`src/dpcm_pkg.sv`:
```
// Shared types and constants for the DPCM delta encoder.
package dpcm_pkg;

    localparam int LEVEL_W = 6;
    localparam int COUNT_W = 3;
    localparam int BYTE_W  = 8;
    localparam int WORD_W  = 16;

    typedef logic [LEVEL_W-1:0] level_t;
    typedef logic [COUNT_W-1:0] count_t;
    typedef logic [BYTE_W-1:0]  byte_t;
    typedef logic [WORD_W-1:0]  word_t;

    localparam level_t LEVEL_MID  = level_t'(32);
    localparam level_t LEVEL_MAX  = level_t'(63);
    localparam level_t LEVEL_MIN  = level_t'(0);
    localparam count_t COUNT_LAST = count_t'(7);
    localparam int     SHIFT_16   = 10;
    localparam int     SHIFT_8    = 2;

    // Everything the step logic hands back to the sequencing registers.
    typedef struct packed {
        level_t level;
        byte_t  pack;
        count_t count;
        logic   emit;
        byte_t  out_byte;
    } step_result_t;

endpackage

```
`src/dpcm_delta_encoder.sv`:
```
// Top level of the DPCM delta encoder: input register, state and result register.
//
// The encoder takes one sample per clock cycle unless the input is stalled, and turns each
// into one delta bit against a 6-bit tracked level; every eighth sample completes a byte,
// which reaches the output through the input register and then the result register. One
// input register and one result register frame a single pass of compare, step and pack
// logic, so the level state closes its loop within that pass. A stalled result byte holds
// the output register; samples keep being taken as long as they do not complete a new byte,
// and the input is stalled only while a completed byte waits for a full output register.
module dpcm_delta_encoder (
    input  logic            clk,
    input  logic            rst_n,
    input  logic            cfg_write_en,
    input  logic            cfg_write_data,
    input  logic            sample_valid,
    output logic            sample_stall,
    input  dpcm_pkg::word_t sample_word,
    input  logic            pad_sample,
    input  logic            start_of_sample,
    output logic            byte_valid,
    input  logic            byte_stall,
    output dpcm_pkg::byte_t dpcm_byte
);
    import dpcm_pkg::*;

    logic         mode_reg;
    logic         s1_valid_reg;
    word_t        s1_word_reg;
    logic         s1_pad_reg;
    logic         s1_start_reg;
    level_t       level_reg;
    byte_t        pack_reg;
    count_t       count_reg;
    logic         byte_valid_reg;
    logic         byte_valid_next;
    byte_t        byte_reg;
    level_t       sample_level;
    step_result_t step;
    logic         s1_advance;
    logic         s1_fire;

    dpcm_reduce u_reduce (
        .sample_word     (s1_word_reg),
        .pad_sample      (s1_pad_reg),
        .sample_is_16bit (mode_reg),
        .sample_level    (sample_level)
    );

    dpcm_step u_step (
        .level        (level_reg),
        .pack         (pack_reg),
        .count        (count_reg),
        .start        (s1_start_reg),
        .sample_level (sample_level),
        .result       (step)
    );

    // The held sample moves on unless it completes a byte that has nowhere to go.
    always_comb
    begin
        s1_advance      = !s1_valid_reg || !(step.emit && byte_valid_reg && byte_stall);
        s1_fire         = s1_valid_reg && s1_advance;
        sample_stall    = !s1_advance;
        byte_valid_next = (s1_fire && step.emit) || (byte_valid_reg && byte_stall);
    end

    // Control and tracking state.
    always_ff @(posedge clk or negedge rst_n)
    begin
        if (!rst_n)
        begin
            mode_reg       <= 1'b0;
            s1_valid_reg   <= 1'b0;
            level_reg      <= LEVEL_MID;
            pack_reg       <= '0;
            count_reg      <= '0;
            byte_valid_reg <= 1'b0;
        end
        else
        begin
            if (cfg_write_en)
            begin
                mode_reg <= cfg_write_data;
            end
            if (s1_advance)
            begin
                s1_valid_reg <= sample_valid;
            end
            if (s1_fire)
            begin
                level_reg <= step.level;
                pack_reg  <= step.pack;
                count_reg <= step.count;
            end
            byte_valid_reg <= byte_valid_next;
        end
    end

    // Payload registers for the input stage and the result byte.
    always_ff @(posedge clk)
    begin
        if (s1_advance)
        begin
            s1_word_reg  <= sample_word;
            s1_pad_reg   <= pad_sample;
            s1_start_reg <= start_of_sample;
        end
        if (s1_fire && step.emit)
        begin
            byte_reg <= step.out_byte;
        end
    end

    assign byte_valid = byte_valid_reg;
    assign dpcm_byte  = byte_reg;

    // A completed byte never lands on a result that is still waiting.
    a_no_overwrite: assert property (@(posedge clk) disable iff (!rst_n)
        s1_fire && step.emit |-> !byte_valid_reg || !byte_stall)
        else $error("result byte overwritten while stalled");

    // Bits not yet filled in the packing register stay clear.
    a_pack_clean: assert property (@(posedge clk) disable iff (!rst_n)
        (pack_reg & (8'hFF >> count_reg)) == 8'h00)
        else $error("packing register holds stray bits");

    // Without a restart the level moves by at most one step per sample.
    a_level_step: assert property (@(posedge clk) disable iff (!rst_n)
        s1_fire && !s1_start_reg |=>
            (level_reg == $past(level_reg)) ||
            (level_reg == $past(level_reg) + level_t'(1)) ||
            (level_reg == $past(level_reg) - level_t'(1)))
        else $error("tracked level jumped");

    // The input is held back only while the stage holds a sample.
    a_stall_cause: assert property (@(posedge clk) disable iff (!rst_n)
        sample_stall |-> s1_valid_reg && byte_valid_reg && byte_stall)
        else $error("input stalled without cause");

endmodule

```
`src/dpcm_reduce.sv`:
```
// Reduction of a raw PCM sample to the 6-bit compare value.
module dpcm_reduce (
    input  dpcm_pkg::word_t  sample_word,
    input  logic             pad_sample,
    input  logic             sample_is_16bit,
    output dpcm_pkg::level_t sample_level
);
    import dpcm_pkg::*;

    // Pad items compare against the midpoint; otherwise keep bits 15:10 (16-bit mode) or 7:2 (8-bit mode).
    always_comb
    begin
        priority if (pad_sample)
        begin
            sample_level = LEVEL_MID;
        end
        else if (sample_is_16bit)
        begin
            sample_level = sample_word[SHIFT_16 +: LEVEL_W];
        end
        else
        begin
            sample_level = sample_word[SHIFT_8 +: LEVEL_W];
        end
    end

endmodule

```
`src/dpcm_step.sv`:
```
// Level tracking and bit packing for one sample.
module dpcm_step (
    input  dpcm_pkg::level_t       level,
    input  dpcm_pkg::byte_t        pack,
    input  dpcm_pkg::count_t       count,
    input  logic                   start,
    input  dpcm_pkg::level_t       sample_level,
    output dpcm_pkg::step_result_t result
);
    import dpcm_pkg::*;

    level_t cur_level;
    byte_t  cur_pack;
    count_t cur_count;
    logic   up;
    level_t new_level;
    byte_t  shifted;

    // A start item restarts tracking and drops any partial byte.
    always_comb
    begin
        cur_level = start ? LEVEL_MID : level;
        cur_pack  = start ? '0 : pack;
        cur_count = start ? '0 : count;
    end

    // Compare the sample with the level; a tie steps up except at the rails.
    always_comb
    begin
        priority if (cur_level > sample_level)
        begin
            up        = 1'b0;
            new_level = cur_level - level_t'(1);
        end
        else if (cur_level < sample_level)
        begin
            up        = 1'b1;
            new_level = cur_level + level_t'(1);
        end
        else if (cur_level == LEVEL_MAX)
        begin
            up        = 1'b1;
            new_level = cur_level;
        end
        else if (cur_level == LEVEL_MIN)
        begin
            up        = 1'b0;
            new_level = cur_level;
        end
        else
        begin
            up        = 1'b1;
            new_level = cur_level + level_t'(1);
        end
    end

    // Shift the new bit in at the top so the earliest bit lands in bit 0.
    always_comb
    begin
        shifted         = {up, cur_pack[BYTE_W-1:1]};
        result.level    = new_level;
        result.count    = cur_count + count_t'(1);
        result.emit     = (cur_count == COUNT_LAST);
        result.out_byte = shifted;
        result.pack     = result.emit ? '0 : shifted;
    end

endmodule

```
`config.mk`:
```
export PLATFORM = sky130hd
export DESIGN_NAME = dpcm_delta_encoder
export DESIGN_NICKNAME = d
export VERILOG_FILES = /design/src/dpcm_pkg.sv /design/src/dpcm_delta_encoder.sv /design/src/dpcm_reduce.sv /design/src/dpcm_step.sv
export SDC_FILE = /design/constraint.sdc
export NUM_CORES = 1
export LEC_CHECK = 0
export BUFFER_PORTS_ARGS = -buffer_cell sky130_fd_sc_hd__buf_2
export CORE_MARGIN = 5
export CORE_UTILIZATION = 48
export CTS_BUF_LIST = sky130_fd_sc_hd__clkbuf_4 sky130_fd_sc_hd__clkbuf_8
export DETAILED_ROUTE_END_ITERATION = 6
export GPL_ROUTABILITY_DRIVEN = 0
export PLACE_DENSITY = 0.68
export SYNTH_ARGS = -nofsm -noshare
export SYNTH_HDL_FRONTEND = slang
export SYNTH_HIERARCHICAL = 1
export SYNTH_SLANG_ARGS = --single-unit
```
`constraint.sdc`:
```
create_clock -name clk -period 4.85 [get_ports clk]
set_input_delay 0.485 -clock clk [delete_from_list [all_inputs] [get_ports clk]]
set_output_delay 0.485 -clock clk [all_outputs]
set_load 0.05 [all_outputs]
```
==> impl_metrics.yaml, run 1 <==
routing:
  finalWirelength_um: 4830
  postRouteAntennaNets: 0
  drt_pass1_iterations: 4
  num_vias: 1844
  remaining_drc_errors: 0
  routed_via_density: 5.49
  drt-initial-drc-count: 75
  wl_per_cell_um: 14.4
sta:
  min_period_ns: 3.58
  relSlewSlack_pct: 35.8
  tns_ns: 0
  layout_setup_ws_ns: 1.27
  fin_skew_ns: 0.00951
  timing.fmax_ghz: 0.279
  fin_crit_sh_pct: 73.8
  slew_viol_final: 0
  setup_viol: 0
  worst_pin_slew_ns: 0.963
  hold_violations: 0
  rsz0062_at_grt: "false"
logic_synthesis:
  synth_nets: 276
  synthCells: 246
  ys_warn_count: 6
  syn-cell-area_um2: 2560
  syn_avg_cell_area_um2: 10.4
job:
  maxCapViolations: 0
floorplan:
  io_pins: 34
  initial_core_util_pct: 49.8
  core_area_um2: 5140
  fp.dieH_um: 83.0
  row_count: 26
  die_w_um: 83.0
  die-area_um2: 6890
layout:
  multi_input_area_um2: 1280
  final_layout_size_suffix_gt1_share_pct: 24.4
  layout_commonest_cell: "buf_2"
  antenna_cells: 0
  final_cell_mix: "buf_2 (29), nand2_1 (26), edfxtp_1 (22), nand2b_1 (19), dfrtp_1 (18)"
  final_cells: 336
  utilization_pct: 54.2
  largest_reg_flops: 12
  area_growth_pct: 8.90
  seqCellArea_um2: 1140
  fillers: 481
  fin_nets: 295
setup_path:
  worst-path-max-fanout: 26
  critPathKind: "reg -> out"
  crit_family: "adder cells"
  slowest_delay_ns: 0.79
  end_kind: "primary output"
  cp_data_arrival_time_ns: 3.10
  worstPathRequired_ns: 4.37
  path_cells: "nand2b_1 > inv_1 > ha_1 > ha_1 > nand4_1 > buf_4 > inv_1 > buf_2"
  cpMaxStageDelayCell: "ha_1"
  cp.buffers_inverters: 4
  startpoint_type: "register"
global_routing:
  antenna_found_initial: 0
  grt_pass1_wl_um: 8560
  grt_max_degree: 35
  track_usage_pct: 14.8
  grt_pass1_vias: 1872
  overflow: 0
power:
  powerDensity_nw_per_um2: 379
  irDropWorstVdd_mv: 0.251
  p_leak_nw: 1.18
cts:
  cts_resized: 0
  cts_made_buffers: 5
  hold_buffers: 0
  cts_buffer_depth: 2
  cts_htree_levels: 2
  clk_pin_slew_ns: 0.08
  clkLatencyLatePin_ns: 0.29
  cts.sinks: 41
  cts_tree: "yes"
  cts_root_buf: "clkbuf_8"
  post-cts-setup-buffers: 0
placement:
  dp.cells: 328
  dp.final_hpwl_um: 3260
  io_buffers: 29
  dp_slack_ns: 1.63
run_status:
  outcome: "completed"
hold_path:
  hp-class: "in -> async"
[path summary, 6_finish.rpt]
| kind | endpoint | cells past startpoint | slack [ns] | start |
|---|---|---|---|---|
| max in group asynchronous | level_reg[5]$_DFFE_PN1P_ | 1 | 4.38 | rst_n |
| setup / recovery | sample_stall | 8 | 1.27 | s1_start_reg$_DFFE_PN_ |
| min in group clk | s1_word_reg[13]$_DFFE_PN_ | 1 | 0.37 | sample_word[13] |
| hold / removal | pack_reg[6]$_DFFE_PN0P_ | 1 | 0.13 | rst_n |
| hold reg to reg | pack_reg[1]$_DFFE_PN0P_ | 2 | 0.53 | pack_reg[1]$_DFFE_PN0P_ |
| setup reg to reg | dpcm_byte[0]$_DFFE_PP_ | 6 | 1.57 | s1_start_reg$_DFFE_PN_ |
[per-layer routing]
metal	vias to the layer above	track usage [%]	part of all wire, %	wire length (um)
met3	2	3.66	5.0	243
li1	919	-	-	-
met1	871	19.9	48	2340
met2	52	22.9	46	2240
met5	-	0	0	0
met4	0	5.94	0.27	13
[stage by stage]
step           power [mW]  hold WS (ns)  instance area, um2
2_1_floorplan       0.762         0.189                2560
3_3_place_gp        0.815         0.463                2690
3_5_place_dp        0.824         0.456                2690
4_1_cts              1.06         0.133                2790
5_1_grt              1.13         0.148                2790
6_report             1.06         0.129                2790
[report_power, final]
group / internal, mW / switching (mW) / total [mW] / leakage [nW]
Sequential: 0.411 / 0.0707 / 0.482 / 0.462
Combinational: 0.175 / 0.165 / 0.339 / 0.669
Clock: 0.122 / 0.113 / 0.234 / 0.0522
[final cells by class]
type / instances / area share (%)
repair buffers: 30 / 5.48
multi-input cells: 178 / 45.9
clock buffers: 7 / 3.23
well taps: 70 / 3.14
flip-flops and latches: 41 / 40.8
inverters: 9 / 1.21
clock inverters: 1 / 0.224
No activity file was read; power rests on OpenSTA's default activity.
==> inputs of run 2 (changes only) <==
==> constraint.sdc (replaced) <==
create_clock -name clk -period 3.65 [get_ports clk]
set_input_delay 0.365 -clock clk [delete_from_list [all_inputs] [get_ports clk]]
set_output_delay 0.365 -clock clk [all_outputs]
set_load 0.05 [all_outputs]
==> impl_metrics.yaml, run 2 (synthesis results as in run 1) <==
cts:
  post-cts-setup-buffers: 0
  cts_made_buffers: 5
  cts.sinks: 41
  cts_htree_levels: 2
  hold_buffers: 0
  cts_root_buf: "clkbuf_8"
  clk_pin_slew_ns: 0.08
  cts_resized: 0
  cts_tree: "yes"
  cts_buffer_depth: 2
  clkLatencyLatePin_ns: 0.29
sta:
  setup_viol: 0
  min_period_ns: 2.87
  hold_violations: 1
  relSlewSlack_pct: 41.9
  slew_viol_final: 0
  hold_ws_ns: -0.000199
  rsz0062_at_grt: "false"
  worst_pin_slew_ns: 0.872
  fin_crit_sh_pct: 78.7
  fin_skew_ns: 0.00516
  timing.fmax_ghz: 0.348
  tns_ns: 0
setup_path:
  crit_start: "mode_reg$_DFFE_PN0P_"
  worst-path-max-fanout: 8
  r2r_cells: 11
  crit_path_end: "level_reg[2]$_DFFE_PN0P_"
  critPathKind: "reg -> reg"
  worstPathRequired_ns: 3.81
  end_kind: "register"
  startpoint_type: "register"
  reg2reg_from: "mode_reg$_DFFE_PN0P_"
  rr_endpoint: "level_reg[2]$_DFFE_PN0P_"
  cp_data_arrival_time_ns: 3.03
  r2r_setup_slack_ns: 0.78
routing:
  remaining_drc_errors: 0
  drt_pass1_iterations: 4
  drt-initial-drc-count: 130
  finalWirelength_um: 4900
  routed_via_density: 5.47
  num_vias: 1855
  postRouteAntennaNets: 0
  wl_per_cell_um: 14.4
floorplan:
  fp.dieH_um: 83.0
  row_count: 26
  die_w_um: 83.0
  die-area_um2: 6890
  io_pins: 34
  core_area_um2: 5140
  initial_core_util_pct: 49.8
layout:
  final_layout_size_suffix_gt1_share_pct: 25.3
  final_cell_mix: "buf_2 (29), nand2_1 (26), edfxtp_1 (22), nand2b_1 (19), dfrtp_1 (18)"
  largest_reg_flops: 12
  antenna_cells: 0
  area_growth_pct: 11.2
  layout_commonest_cell: "buf_2"
  fin_nets: 298
power:
  power_switching_mw: 0.472
  internal_power_mw: 1.05
  total_power_mw: 1.52
  switching_share_pct: 31.0
  clockPowerShare_pct: 28.4
  power_frac_comb_pct: 30.1
  p_leak_nw: 1.21
  powerDensity_nw_per_um2: 535
  seqPwrFrac_pct: 41.5
  irDropWorstVdd_mv: 0.387
global_routing:
  grt_pass1_wl_um: 8630
  grt_max_degree: 35
  grt_pass1_vias: 1894
  overflow: 0
  track_usage_pct: 15.0
  antenna_found_initial: 0
placement:
  dp.final_hpwl_um: 3280
  io_buffers: 29
job:
  maxCapViolations: 0
run_status:
  violations: "hold timing"
  outcome: "complete, but fails checks"
hold_path:
  hp-class: "in -> async"
[run 2: cell count changes in the layout (fill, tap and decap cells not counted)]
cell,before,now
clkbuf_8,6,5
clkinv_2,0,1
buf_4,1,4
inv_4,1,0
clkbuf_4,1,0
bufinv_16,0,2
[run 2: cell type report]
cell class / instances / area (um2)
Clock inverter: 3 / 65.1
Clock buffer: 5 / 68.8
Sequential cell: 41 / 1140
Fill cell: 469 / 2290
Inverter: 9 / 33.8
Tap cell: 70 / 87.6
Multi-Input combinational cell: 178 / 1280
Timing Repair Buffer: 33 / 175
[run 2: how the worst min path moves through the flow]
stage / from / endpoint / slack, ns
finish: rst_n / pack_reg[6]$_DFFE_PN0P_ / -0.0002
global route: rst_n / pack_reg[6]$_DFFE_PN0P_ / 0.02
CTS: rst_n / level_reg[1]$_DFFE_PN0P_ / 0.007
detailed placement: rst_n / pack_reg[1]$_DFFE_PN0P_ / 0.33
global placement: rst_n / pack_reg[6]$_DFFE_PN0P_ / 0.34
floorplan: rst_n / byte_valid$_DFF_PN0_ / 0.07
[run 2: per-stage QoR]
stage                     cells  instance area, um2  util (%)  hold WS, ns  setup slack (ns)
after floorplan             246                2560         -       0.0694             0.621
after global placement      331                2710      52.8        0.336             0.791
after detailed placement    331                2710      52.8        0.332             0.764
after CTS                   339                2850      55.4      0.00706             0.753
after global routing        339                2850      55.4       0.0248             0.565
final                       339                2850      55.4    -0.000199             0.778
[run 2: layer usage]
metal  up-vias  GRT usage [%]  routed length [um]  share of wire (%)
met5         -              0                   0                  0
met4         0           4.31                  55                1.1
met3         7           3.56                 188                3.8
met2        33           23.9                2340                 48
met1       894           20.3                2320                 47
li1        921              -                   -                  -
[run 2: power groups by stage]
stage / clock (mW) / sequential (mW) / combinational (mW)
after floorplan: 0 / 0.606 / 0.407
after global placement: 0 / 0.638 / 0.449
after detailed placement: 0 / 0.640 / 0.456
after CTS: 0.442 / 0.631 / 0.459
after global routing: 0.462 / 0.641 / 0.513
final: 0.432 / 0.633 / 0.458
[run 2: critical path, stage by stage (launching register included)]
cell	delay, ns
dfrtp_1	0.57
nor2b_2	0.07
a211o_1	0.27
inv_1	0.06
ha_1	0.23
and2b_2	0.22
mux2i_4	0.22
and4b_4	0.27
or4b_1	0.50
a22o_1	0.19
nand2_1	0.07
o211ai_2	0.07
